File: config.mk
export PLATFORM = sky130hd
export DESIGN_NAME = three_mode_thread_picker
export DESIGN_NICKNAME = d
export VERILOG_FILES = /design/src/rtl/core/tmtp_pkg.sv /design/src/rtl/core/tmtp_table.sv /design/src/rtl/core/tmtp_modulo.sv /design/src/rtl/core/three_mode_thread_picker.sv
export SDC_FILE = /design/constraint.sdc
export NUM_CORES = 1
export LEC_CHECK = 0
export ABC_AREA = 1
export BUFFER_PORTS_ARGS = -buffer_cell sky130_fd_sc_hd__buf_2
export CAP_MARGIN = 40
export CORE_ASPECT_RATIO = 1.25
export CORE_MARGIN = 5
export CORE_UTILIZATION = 60
export CTS_BUF_LIST = sky130_fd_sc_hd__clkbuf_8
export CTS_CLUSTER_SIZE = 25
export DETAILED_ROUTE_END_ITERATION = 16
export GPL_TIMING_DRIVEN = 0
export MAX_ROUTING_LAYER = met4
export PLACE_DENSITY = 0.73
export SLEW_MARGIN = 20
export SYNTH_ARGS = -nofsm -noshare
export SYNTH_HDL_FRONTEND = slang
export SYNTH_HIERARCHICAL = 1
export SYNTH_SLANG_ARGS = --single-unit
File: constraint.sdc
create_clock -name clock -period 7.8 [get_ports clock]
set_input_delay 0.39 -clock clock [delete_from_list [all_inputs] [get_ports clock]]
set_output_delay 0.39 -clock clock [all_outputs]
set_load 0.01 [all_outputs]
File: src/rtl/core/tmtp_pkg.sv
package tmtp_pkg;

   // Field widths
   localparam int TICKET_W   = 16;
   localparam int DRAW_W     = 16;
   localparam int TOTAL_W    = 20;
   localparam int PRIO_W     = 8;
   localparam int INDEX_W    = 4;
   localparam int MODE_W     = 2;
   localparam int COUNT_W    = 5;
   localparam int CSR_IDX_W  = 1;
   localparam int CSR_DATA_W = 5;

   localparam int DEF_MAX_THREADS = 16;

   localparam logic [TICKET_W-1:0] TICKET_MAX = {TICKET_W{1'b1}};
   localparam logic [TOTAL_W-1:0]  TOTAL_MAX  = {TOTAL_W{1'b1}};

   // Scheduling modes
   localparam logic [MODE_W-1:0] MODE_ROUND_ROBIN = 2'd0;
   localparam logic [MODE_W-1:0] MODE_LOTTERY     = 2'd1;
   localparam logic [MODE_W-1:0] MODE_PRIORITY    = 2'd2;

   // Request functions
   localparam logic FUNC_TICK  = 1'b0;
   localparam logic FUNC_WRITE = 1'b1;

   // Register indexes
   localparam logic [CSR_IDX_W-1:0] CSR_SCHED_MODE   = 1'd0;
   localparam logic [CSR_IDX_W-1:0] CSR_THREAD_COUNT = 1'd1;

   typedef struct packed {
      logic                func;
      logic [INDEX_W-1:0]  thread_index;
      logic                thread_alive;
      logic [PRIO_W-1:0]   thread_priority;
      logic [TICKET_W-1:0] thread_tickets;
      logic [DRAW_W-1:0]   random_draw;
   } req_type;

   typedef struct packed {
      logic [INDEX_W-1:0] chosen_thread;
      logic               choice_valid;
   } rsp_type;

   // One thread table entry held in memory
   typedef struct packed {
      logic [PRIO_W-1:0]   prio;
      logic [TICKET_W-1:0] tickets;
   } entry_type;

endpackage

File: src/rtl/core/tmtp_table.sv
module tmtp_table #(
   parameter int MAX_THREADS = tmtp_pkg::DEF_MAX_THREADS
) (
   input  logic                           clock,
   input  logic                           reset,
   input  logic [$clog2(MAX_THREADS)-1:0] rd_addr,
   input  logic                           wr_en,
   input  logic [$clog2(MAX_THREADS)-1:0] wr_addr,
   input  tmtp_pkg::entry_type            wr_data,
   output tmtp_pkg::entry_type            rd_data
);

   tmtp_pkg::entry_type entry_mem_ff [MAX_THREADS];
   tmtp_pkg::entry_type rd_data_ff;
   logic [MAX_THREADS-1:0] vld_ff;
   logic                   rd_vld_ff;

   // Write the entry; the read data is registered
   always_ff @(posedge clock) begin
      if (wr_en) begin
         entry_mem_ff[wr_addr] <= wr_data;
      end
      rd_data_ff <= entry_mem_ff[rd_addr];
   end

   // Track written entries; an unwritten entry reads as zero
   always_ff @(posedge clock) begin
      if (reset) begin
         vld_ff    <= '0;
         rd_vld_ff <= 1'b0;
      end else begin
         if (wr_en) begin
            vld_ff[wr_addr] <= 1'b1;
         end
         rd_vld_ff <= vld_ff[rd_addr];
      end
   end

   assign rd_data = rd_vld_ff ? rd_data_ff : '0;

endmodule

File: src/rtl/core/tmtp_modulo.sv
module tmtp_modulo (
   input  logic                          clock,
   input  logic                          reset,
   input  logic                          start,
   input  logic [tmtp_pkg::DRAW_W-1:0]   dividend,
   input  logic [tmtp_pkg::TOTAL_W:0]    divisor,
   output logic                          done,
   output logic [tmtp_pkg::TOTAL_W-1:0]  remainder
);

   localparam int DIV_W = tmtp_pkg::TOTAL_W + 1;
   localparam int CNT_W = $clog2(tmtp_pkg::DRAW_W);

   logic [tmtp_pkg::DRAW_W-1:0] dvd_ff;
   logic [DIV_W-1:0]            dsr_ff;
   logic [DIV_W-1:0]            rem_ff;
   logic [DIV_W-1:0]            rem_in;
   logic [CNT_W-1:0]            cnt_ff;
   logic                        busy_ff;
   logic                        done_ff;
   logic [DIV_W:0]              shifted;
   logic [DIV_W:0]              diff;

   // One restoring step: shift in the next dividend bit, subtract if it fits
   always_comb begin
      shifted = {rem_ff, dvd_ff[tmtp_pkg::DRAW_W-1]};
      diff    = shifted - {1'b0, dsr_ff};
      if (shifted >= {1'b0, dsr_ff}) begin
         rem_in = diff[DIV_W-1:0];
      end else begin
         rem_in = shifted[DIV_W-1:0];
      end
   end

   // Sequence the steps
   always_ff @(posedge clock) begin
      if (reset) begin
         busy_ff <= 1'b0;
         done_ff <= 1'b0;
         cnt_ff  <= '0;
      end else begin
         done_ff <= 1'b0;
         if (start) begin
            busy_ff <= 1'b1;
            cnt_ff  <= '0;
         end else if (busy_ff) begin
            cnt_ff <= cnt_ff + 1'b1;
            if (cnt_ff == CNT_W'(tmtp_pkg::DRAW_W - 1)) begin
               busy_ff <= 1'b0;
               done_ff <= 1'b1;
            end
         end
      end
   end

   // Hold operands and partial remainder
   always_ff @(posedge clock) begin
      if (start) begin
         dvd_ff <= dividend;
         dsr_ff <= divisor;
         rem_ff <= '0;
      end else if (busy_ff) begin
         dvd_ff <= {dvd_ff[tmtp_pkg::DRAW_W-2:0], 1'b0};
         rem_ff <= rem_in;
      end
   end

   assign done      = done_ff;
   assign remainder = rem_ff[tmtp_pkg::TOTAL_W-1:0];

endmodule

File: src/rtl/core/three_mode_thread_picker.sv
// Timing: each table read passes the registered table memory port, and a lottery tick
//   waits on the 16-step serial modulo unit. One transaction is in work at a time.
// Reset: synchronous; clears control state, marks and ticket total; mode is round-robin,
//   thread count one. Table entries read as zero until written; there is no clearing pass.
module three_mode_thread_picker #(
   parameter int MAX_THREADS = tmtp_pkg::DEF_MAX_THREADS
) (
   input  logic                               clock,
   input  logic                               reset,
   input  logic                               req_valid,
   output logic                               req_ready,
   input  tmtp_pkg::req_type                  req_payload,
   output logic                               rsp_valid,
   input  logic                               rsp_ready,
   output tmtp_pkg::rsp_type                  rsp_payload,
   input  logic                               csr_valid,
   output logic                               csr_ready,
   input  logic [tmtp_pkg::CSR_IDX_W-1:0]     csr_index,
   input  logic [tmtp_pkg::CSR_DATA_W-1:0]    csr_wdata
);

   localparam int SLOT_W  = $clog2(MAX_THREADS);
   localparam int CNT_W   = $clog2(MAX_THREADS + 1);
   localparam int TOTAL_W = tmtp_pkg::TOTAL_W;
   localparam int WIDE_W  = 8;

   typedef enum logic [11:0] {
      S_IDLE    = 12'b0000_0000_0001,
      S_WR_UPD  = 12'b0000_0000_0010,
      S_RR_MOD  = 12'b0000_0000_0100,
      S_WALK    = 12'b0000_0000_1000,
      S_LOT_DIV = 12'b0000_0001_0000,
      S_LOT_RD  = 12'b0000_0010_0000,
      S_LOT_CHK = 12'b0000_0100_0000,
      S_PRI_RD  = 12'b0000_1000_0000,
      S_PRI_CHK = 12'b0001_0000_0000,
      S_PRI_CLR = 12'b0010_0000_0000,
      S_DONE    = 12'b0100_0000_0000,
      S_SPARE   = 12'b1000_0000_0000
   } state_type;

   state_type                         state_ff, state_in;
   logic [tmtp_pkg::MODE_W-1:0]       mode_ff, mode_in;
   logic [tmtp_pkg::COUNT_W-1:0]      tcount_ff, tcount_in;
   logic [CNT_W-1:0]                  n_ff, n_in;
   logic [CNT_W-1:0]                  pos_ff, pos_in;
   logic [TOTAL_W-1:0]                left_ff, left_in;
   logic [SLOT_W-1:0]                 best_ff, best_in;
   logic [tmtp_pkg::PRIO_W-1:0]       bestp_ff, bestp_in;
   logic                              found_ff, found_in;
   logic                              retried_ff, retried_in;
   logic [SLOT_W-1:0]                 pick_ff, pick_in;
   logic                              pick_valid_ff, pick_valid_in;
   logic [SLOT_W-1:0]                 cur_ff, cur_in;
   logic [TOTAL_W-1:0]                total_ff, total_in;
   logic [MAX_THREADS-1:0]            alive_ff, alive_in;
   logic [MAX_THREADS-1:0]            ran_ff, ran_in;
   tmtp_pkg::req_type                 item_ff, item_in;
   logic                              rsp_valid_ff, rsp_valid_in;
   tmtp_pkg::rsp_type                 rsp_data_ff, rsp_data_in;

   logic [SLOT_W-1:0]                 tbl_rd_addr;
   logic                              tbl_wr_en;
   logic [SLOT_W-1:0]                 tbl_wr_addr;
   tmtp_pkg::entry_type               tbl_wr_data;
   tmtp_pkg::entry_type               tbl_rd_data;

   logic                              div_start;
   logic                              div_done;
   logic [TOTAL_W-1:0]                div_rem;

   logic [WIDE_W-1:0]                 tc_wide;
   logic [CNT_W-1:0]                  n_calc;
   logic [MAX_THREADS-1:0]            mask_calc;
   logic [MAX_THREADS-1:0]            mask_ff;
   logic                              any_alive;
   logic [SLOT_W-1:0]                 pos_slot;
   logic                              pos_last;
   logic [CNT_W-1:0]                  pos_inc;
   logic [CNT_W-1:0]                  pos_wrap;
   logic [WIDE_W-1:0]                 req_idx_wide;
   logic [WIDE_W-1:0]                 item_idx_wide;
   logic [SLOT_W-1:0]                 item_slot;
   logic                              item_idx_ok;
   logic [TOTAL_W-1:0]                tk_wide;
   logic                              cand;
   logic [WIDE_W-1:0]                 pick_wide;
   logic                              req_fire;

   tmtp_table #(
      .MAX_THREADS(MAX_THREADS)
   ) u_table (
      .clock   (clock),
      .reset   (reset),
      .rd_addr (tbl_rd_addr),
      .wr_en   (tbl_wr_en),
      .wr_addr (tbl_wr_addr),
      .wr_data (tbl_wr_data),
      .rd_data (tbl_rd_data)
   );

   tmtp_modulo u_modulo (
      .clock     (clock),
      .reset     (reset),
      .start     (div_start),
      .dividend  (req_payload.random_draw),
      .divisor   ({1'b0, total_ff} + (TOTAL_W + 1)'(1)),
      .done      (div_done),
      .remainder (div_rem)
   );

   assign req_ready = (state_ff == S_IDLE);
   assign req_fire  = req_valid && req_ready;
   assign csr_ready = 1'b1;
   assign rsp_valid   = rsp_valid_ff;
   assign rsp_payload = rsp_data_ff;

   // Clamp the slot count and mask the slots in use
   always_comb begin
      tc_wide = {{(WIDE_W - tmtp_pkg::COUNT_W){1'b0}}, tcount_ff};
      if (tc_wide == '0) begin
         n_calc = CNT_W'(1);
      end else if (tc_wide > WIDE_W'(MAX_THREADS)) begin
         n_calc = CNT_W'(MAX_THREADS);
      end else begin
         n_calc = tc_wide[CNT_W-1:0];
      end
      for (int i = 0; i < MAX_THREADS; i++) begin
         mask_calc[i] = (i < int'(n_calc));
         mask_ff[i]   = (i < int'(n_ff));
      end
      any_alive = |(alive_ff & mask_calc);
   end

   // Walk position helpers
   always_comb begin
      pos_slot      = pos_ff[SLOT_W-1:0];
      pos_last      = (pos_ff == n_ff - CNT_W'(1));
      pos_inc       = pos_ff + CNT_W'(1);
      pos_wrap      = (pos_inc == n_ff) ? '0 : pos_inc;
      req_idx_wide  = {{(WIDE_W - tmtp_pkg::INDEX_W){1'b0}}, req_payload.thread_index};
      item_idx_wide = {{(WIDE_W - tmtp_pkg::INDEX_W){1'b0}}, item_ff.thread_index};
      item_slot     = item_idx_wide[SLOT_W-1:0];
      item_idx_ok   = (int'(item_ff.thread_index) < MAX_THREADS);
      tk_wide       = {{(TOTAL_W - tmtp_pkg::TICKET_W){1'b0}}, tbl_rd_data.tickets};
      cand          = alive_ff[pos_slot] && !ran_ff[pos_slot]
                      && (!found_ff || (tbl_rd_data.prio > bestp_ff));
      pick_wide     = {{(WIDE_W - SLOT_W){1'b0}}, pick_ff};
   end

   // Sequencer
   always_comb begin
      state_in      = state_ff;
      mode_in       = mode_ff;
      tcount_in     = tcount_ff;
      n_in          = n_ff;
      pos_in        = pos_ff;
      left_in       = left_ff;
      best_in       = best_ff;
      bestp_in      = bestp_ff;
      found_in      = found_ff;
      retried_in    = retried_ff;
      pick_in       = pick_ff;
      pick_valid_in = pick_valid_ff;
      cur_in        = cur_ff;
      total_in      = total_ff;
      alive_in      = alive_ff;
      ran_in        = ran_ff;
      item_in       = item_ff;
      rsp_valid_in  = rsp_valid_ff && !rsp_ready;
      rsp_data_in   = rsp_data_ff;
      tbl_rd_addr   = pos_slot;
      tbl_wr_en     = 1'b0;
      tbl_wr_addr   = pos_slot;
      tbl_wr_data   = tbl_rd_data;
      div_start     = 1'b0;

      // Take register writes
      if (csr_valid) begin
         case (csr_index)
            tmtp_pkg::CSR_SCHED_MODE:   mode_in   = csr_wdata[tmtp_pkg::MODE_W-1:0];
            tmtp_pkg::CSR_THREAD_COUNT: tcount_in = csr_wdata[tmtp_pkg::COUNT_W-1:0];
            default: ;
         endcase
      end

      case (state_ff)
         S_IDLE: begin
            tbl_rd_addr = req_idx_wide[SLOT_W-1:0];
            if (req_fire) begin
               item_in       = req_payload;
               n_in          = n_calc;
               pick_in       = '0;
               pick_valid_in = 1'b0;
               pos_in        = '0;
               found_in      = 1'b0;
               retried_in    = 1'b0;
               if (req_payload.func == tmtp_pkg::FUNC_WRITE) begin
                  state_in = S_WR_UPD;
               end else if (!any_alive) begin
                  state_in = S_DONE;
               end else begin
                  case (mode_ff)
                     tmtp_pkg::MODE_ROUND_ROBIN: begin
                        pos_in   = CNT_W'(cur_ff) + CNT_W'(1);
                        state_in = S_RR_MOD;
                     end
                     tmtp_pkg::MODE_LOTTERY: begin
                        div_start = 1'b1;
                        state_in  = S_LOT_DIV;
                     end
                     tmtp_pkg::MODE_PRIORITY: state_in = S_PRI_RD;
                     default:                 state_in = S_DONE;
                  endcase
               end
            end
         end

         // Replace the entry and adjust the ticket total
         S_WR_UPD: begin
            if (item_idx_ok) begin
               total_in            = total_ff - tk_wide
                                     + {{(TOTAL_W - tmtp_pkg::TICKET_W){1'b0}},
                                        item_ff.thread_tickets};
               tbl_wr_en           = 1'b1;
               tbl_wr_addr         = item_slot;
               tbl_wr_data.prio    = item_ff.thread_priority;
               tbl_wr_data.tickets = item_ff.thread_tickets;
               alive_in[item_slot] = item_ff.thread_alive;
               ran_in[item_slot]   = 1'b0;
            end
            state_in = S_DONE;
         end

         // Reduce the start slot into range
         S_RR_MOD: begin
            if (pos_ff >= n_ff) begin
               pos_in = pos_ff - n_ff;
            end else begin
               state_in = S_WALK;
            end
         end

         // Advance to the next alive slot, wrapping
         S_WALK: begin
            if (alive_ff[pos_slot]) begin
               pick_in       = pos_slot;
               pick_valid_in = 1'b1;
               cur_in        = pos_slot;
               state_in      = S_DONE;
            end else begin
               pos_in = pos_wrap;
            end
         end

         S_LOT_DIV: begin
            if (div_done) begin
               left_in  = div_rem;
               pos_in   = '0;
               state_in = S_LOT_RD;
            end
         end

         S_LOT_RD: state_in = S_LOT_CHK;

         // Subtract tickets; a passed loser gains one
         S_LOT_CHK: begin
            if (tk_wide >= left_ff) begin
               state_in = S_WALK;
            end else begin
               left_in = left_ff - tk_wide;
               if (tbl_rd_data.tickets != tmtp_pkg::TICKET_MAX) begin
                  tbl_wr_en           = 1'b1;
                  tbl_wr_data.tickets = tbl_rd_data.tickets + tmtp_pkg::TICKET_W'(1);
                  if (total_ff != tmtp_pkg::TOTAL_MAX) begin
                     total_in = total_ff + TOTAL_W'(1);
                  end
               end
               if (pos_last) begin
                  state_in = S_WALK;
               end else begin
                  pos_in   = pos_inc;
                  state_in = S_LOT_RD;
               end
            end
         end

         S_PRI_RD: state_in = S_PRI_CHK;

         // Track the best candidate, lowest index on ties
         S_PRI_CHK: begin
            if (cand) begin
               best_in  = pos_slot;
               bestp_in = tbl_rd_data.prio;
               found_in = 1'b1;
            end
            if (pos_last) begin
               if (found_ff || cand) begin
                  pick_in         = cand ? pos_slot : best_ff;
                  pick_valid_in   = 1'b1;
                  cur_in          = cand ? pos_slot : best_ff;
                  ran_in[pick_in] = 1'b1;
                  state_in        = S_DONE;
               end else if (!retried_ff) begin
                  state_in = S_PRI_CLR;
               end else begin
                  state_in = S_DONE;
               end
            end else begin
               pos_in   = pos_inc;
               state_in = S_PRI_RD;
            end
         end

         // Clear run marks of slots in use and retry once
         S_PRI_CLR: begin
            ran_in     = ran_ff & ~mask_ff;
            retried_in = 1'b1;
            found_in   = 1'b0;
            pos_in     = '0;
            state_in   = S_PRI_RD;
         end

         // Hand the result to the output register
         S_DONE: begin
            if (!rsp_valid_ff || rsp_ready) begin
               rsp_valid_in               = 1'b1;
               rsp_data_in.chosen_thread  = pick_valid_ff ? pick_wide[tmtp_pkg::INDEX_W-1:0]
                                                          : '0;
               rsp_data_in.choice_valid   = pick_valid_ff;
               state_in                   = S_IDLE;
            end
         end

         default: state_in = S_IDLE;
      endcase
   end

   // Control state
   always_ff @(posedge clock) begin
      if (reset) begin
         state_ff      <= S_IDLE;
         mode_ff       <= tmtp_pkg::MODE_ROUND_ROBIN;
         tcount_ff     <= tmtp_pkg::COUNT_W'(1);
         total_ff      <= '0;
         cur_ff        <= '0;
         alive_ff      <= '0;
         ran_ff        <= '0;
         rsp_valid_ff  <= 1'b0;
         pick_valid_ff <= 1'b0;
         found_ff      <= 1'b0;
         retried_ff    <= 1'b0;
      end else begin
         state_ff      <= state_in;
         mode_ff       <= mode_in;
         tcount_ff     <= tcount_in;
         total_ff      <= total_in;
         cur_ff        <= cur_in;
         alive_ff      <= alive_in;
         ran_ff        <= ran_in;
         rsp_valid_ff  <= rsp_valid_in;
         pick_valid_ff <= pick_valid_in;
         found_ff      <= found_in;
         retried_ff    <= retried_in;
      end
   end

   // Working payload
   always_ff @(posedge clock) begin
      n_ff        <= n_in;
      pos_ff      <= pos_in;
      left_ff     <= left_in;
      best_ff     <= best_in;
      bestp_ff    <= bestp_in;
      pick_ff     <= pick_in;
      item_ff     <= item_in;
      rsp_data_ff <= rsp_data_in;
   end

   // The ticket total moves only on a table write or a lottery step
   assert property (@(posedge clock) disable iff (reset)
      (state_ff != S_WR_UPD && state_ff != S_LOT_CHK) |=> total_ff == $past(total_ff))
      else $error("ticket total changed outside a write or lottery step");

   // A run mark is set only when a priority pick is made
   assert property (@(posedge clock) disable iff (reset)
      (state_ff != S_PRI_CHK) |=> (ran_ff & ~$past(ran_ff)) == '0)
      else $error("run mark set outside priority pick");

   // A valid pick lies among the slots in use
   assert property (@(posedge clock) disable iff (reset)
      (state_ff == S_DONE && pick_valid_ff) |-> CNT_W'(pick_ff) < n_ff)
      else $error("picked slot outside slots in use");

endmodule
==> summary.txt <==
Setup path
  – Worst path max stage delay: 0.64 ns
  – Crit-path max FO: 24
  – CP most frequent cell: nand2_1
  – Kind of critical path: flip-flop to flip-flop
  – Setup crit end kind: flip-flop
  – Arr. time, crit path: a little under 6 ns
  – Worst Path Required: between 8 and 9 ns
  – Critical path's slowest cell: inv_2
  – Crit path cell chain: clkbuf_1, nand2_1, inv_1, inv_1, ha_1, nand2_1, nor2_1, inv_1, o21ai_1, nand2_1, nand2_1, nand2_1, nand2_1, nand2_1, buf_4, o21ai_0, inv_1, nor3_1, nand2_1, inv_2
  – CP startpoint kind: flip-flop

Clocking
  – TritonCTS clock tree: built
  – Clock buffer depth: 3
  – CTS Sinks: 647
  – CTS buffer count: slightly below 100
  – Max H-tree Level: 3
  – Root Driver: clkbuf_8
  – Setup bufs post-CTS: 0
  – Worst skew pair latency: ~0.74 ns
  – CTS resizes: 0
  – Clk slew on worst S/H paths: 0.07 ns

Synthesis
  – Top cell type's share of synthesized area: approximately 45%
  – Synthesized cell area: about 0.033 mm²
  – Area contributors post-synth: edfxtp_1 (45%), dfxtp_1 (8.8%), nand2_1 (8.6%), o21ai_0 (4.8%), inv_1 (4.8%)
  – Most frequent cells after synthesis: nand2_1 (759), edfxtp_1 (501), inv_1 (425)
  – Synth unique cells: 66
  – Flops & latches, synth: ~650
  – Post-Syn Area per Cell: ~9.1 µm²
  – Yosys warnings: 6
  – Synth Instances: roughly 3700
  – Syn nets: 3807
  – Largest area contributor in the netlist: edfxtp_1
  – EDFF count, synth: between 500 and 600
  – Most frequent cell after synthesis: nand2_1
  – Main flop type after synthesis: edfxtp_1
  – Async set-reset flop share out of synthesis: 0%
  – Seq/Total Area, Yosys: around 54%

STA
  – Slew Viols, Final: 0
  – Fmax: between 150 and 200 MHz
  – Final TNS setup: 0 ns
  – Fin crit period: around 5.5 ns
  – RSZ-0062 raised after global routing: false
  – Fin Clk Skew: 0.0437 ns
  – Slew margin rel.: about 40%
  – # setup viols final: 0
  – Slew at the pin closest to its max-slew limit: around 0.91 ns
  – Period utilisation layout: 70.3%
  – Fin. Hold Viols: 0

Die
  – Site row count: 96
  – Die Area: 0.0602 mm²
  – Num ports: 65
  – Initial Util: approximately three fifths
  – Core ar.: 0.0549 mm²
  – Chip Width: approximately 220 µm
  – Die Span Y: 273 µm

Final layout
  – Area grow syn2layout: 12.8%
  – Fill count: roughly 4400
  – Finished Cell Area: approximately 0.037 mm²
  – Layout Nets: 4049
  – Layout cells sized above 1: between 10% and 20%

Power
  – Comb power frac: between 20% and 30%
  – Sequential power share: between 40% and 50%
  – Net switching power: between 0.003 and 0.004 W
  – Clock Power Share: just over 30%
  – Pint: between 0.005 and 0.006 W
  – Power Density: between 200 and 250 mW/mm²
  – Peak VDD IR: between 0.15 and 0.2 mV
  – Net Sw Frac: roughly a third
  – Leakage: between 15 and 20 nW

Global routing
  – First-pass GRT wire length: about 150000 µm
  – Largest net degree at the start of global routing: 25
  – GR Util All Layers: about a third
  – Initial antenna violation count: 1
  – Number of global-route vias before repair: around 26000
  – Remaining global-route overflow: 0

Placement
  – # port buffers: 63
  – Dpl cell area: ~0.035 mm²
  – DP Wirelength: 71600 µm
  – Placer Congestion: around 1

Run status
  – Outcome: complete, no violations

Flow run
  – Max cap viols: 0

Routing
  – Via density: 5.77
  – Final ANT Viol Nets: 0
  – Vias: between 20000 and 30000
  – Final WL: 99000 µm
  – Residual DRC: 0
  – DRT Pass-1 Iters: 6
  – WL/cell: between 20 and 25 µm
  – Initial DRC count: around 2500

Min path
  – Worst Hold Class: input port to flip-flop
[state kept, by name, summed over array words and instances, names as in the netlist, 2 cells and up]
name and cells:
u_table/entry_mem_ff 384, item_ff 25, u_table/rd_data_ff 24, u_modulo/dsr_ff 21
u_modulo/rem_ff 21, left_ff 20, total_ff 20, alive_ff 16
ran_ff 16, u_modulo/dvd_ff 16, u_table/vld_ff 16, state_ff 11
bestp_ff 8, n_ff 5, pos_ff 5, rsp_payload 5
tcount_ff 5, best_ff 4, cur_ff 4, item_slot 4
pick_ff 4, u_modulo/cnt_ff 4, mode_ff 2
[path summary, 6_finish.rpt]
| check | startpoint | end | slack (ns) | depth (start not counted) |
|---|---|---|---|---|
| worst min register to register | u_table/vld_ff[7]$_SDFFE_PP0P_ | u_table/vld_ff[7]$_SDFFE_PP0P_ | 0.46 | 2 |
| worst min-delay path | csr_index | mode_ff[0]$_SDFFE_PP0P_ | 0.11 | 4 |
| worst max register to register | u_table/rd_vld_ff$_SDFF_PP0_ | u_table/entry_mem_ff[5][10]$_DFFE_PP_ | 2.32 | 20 |
| worst max-delay path | u_table/rd_vld_ff$_SDFF_PP0_ | u_table/entry_mem_ff[5][10]$_DFFE_PP_ | 2.32 | 20 |
[layer usage]
metal,track usage (%),up-vias,wire length (µm)
met5,-,-,0
met4,17.7,0,5810
met3,4.21,362,7100
met2,56.6,1267,49500
met1,38.3,12800,36600
li1,-,12800,-
[power groups by stage]
| stage | clock network, W | registers [W] | logic (W) |
|---|---|---|---|
| final | 0.00273 | 0.00398 | 0.00230 |
| after global routing | 0.00292 | 0.00398 | 0.00250 |
| after CTS | 0.00277 | 0.00397 | 0.00225 |
| after detailed placement | 0 | 0.00404 | 0.00222 |
| after global placement | 0 | 0.00405 | 0.00215 |
| after floorplan | 0 | 0.00402 | 0.00147 |
[critical path, delay by kind of cell (launching register included)]
kind | cells | cell delay [ns]
buf+inv | 7 | 1.96
simple gates | 10 | 1.57
flops | 1 | 0.53
fa+ha+maj | 1 | 0.38
compound gates | 2 | 0.60
[what timing repair did]
item	in CTS	in global routing
setup endpoints to repair	0	0
hold endpoints to repair	53	0
hold buffers	54	0
[cell usage in the layout, fill, tap and decap left out, types with 79 or more instances in the layout]
cell,n
clkbuf_1,79
nand2_1,759
o21ai_0,321
inv_1,452
edfxtp_1,501
buf_2,90
o211ai_1,96
clkbuf_8,105
dfxtp_1,146
a21oi_1,191
nand3_1,219
ha_1,80
nor2_1,349
[area by class of cell]
cell class              instances  area [µm²]  share of cell area [%]
diodes                          1        2.50                 0.00668
plain buffers                 163         916                    2.44
clock buffers                 105        1450                    3.86
clock inverters                79         465                    1.24
inverters                     457        1720                    4.60
multi-input cells            2384       12700                    34.0
flip-flops and latches        647       18000                    48.0
well taps                     735         920                    2.45
repair buffers                143        1300                    3.46
[logic make-up after synthesis]
| family | synth area share [%] |
|---|---|
| compound gates | 11.8 |
| xor+xnor | 1.71 |
| fa+ha+maj | 4.16 |
| buf+inv | 7.94 |
| flops | 54.1 |
| other cells | 0.0113 |
| simple gates | 20.3 |
[metrics by stage]
step                std cells  hold WS, ns  power [W]  worst slack (ns)  utilization, %
finish                   4714        0.114    0.00901              2.32            68.3
floorplan                3651        0.431    0.00549              3.30               -
CTS                      4709       0.0492    0.00899              2.44            68.2
global placement         4449        0.446    0.00620             0.926            62.8
detailed placement       4471        0.451    0.00626              2.53            63.7
global route             4714        0.101    0.00940              1.92            68.3
Power figures use the tool's default switching activity.
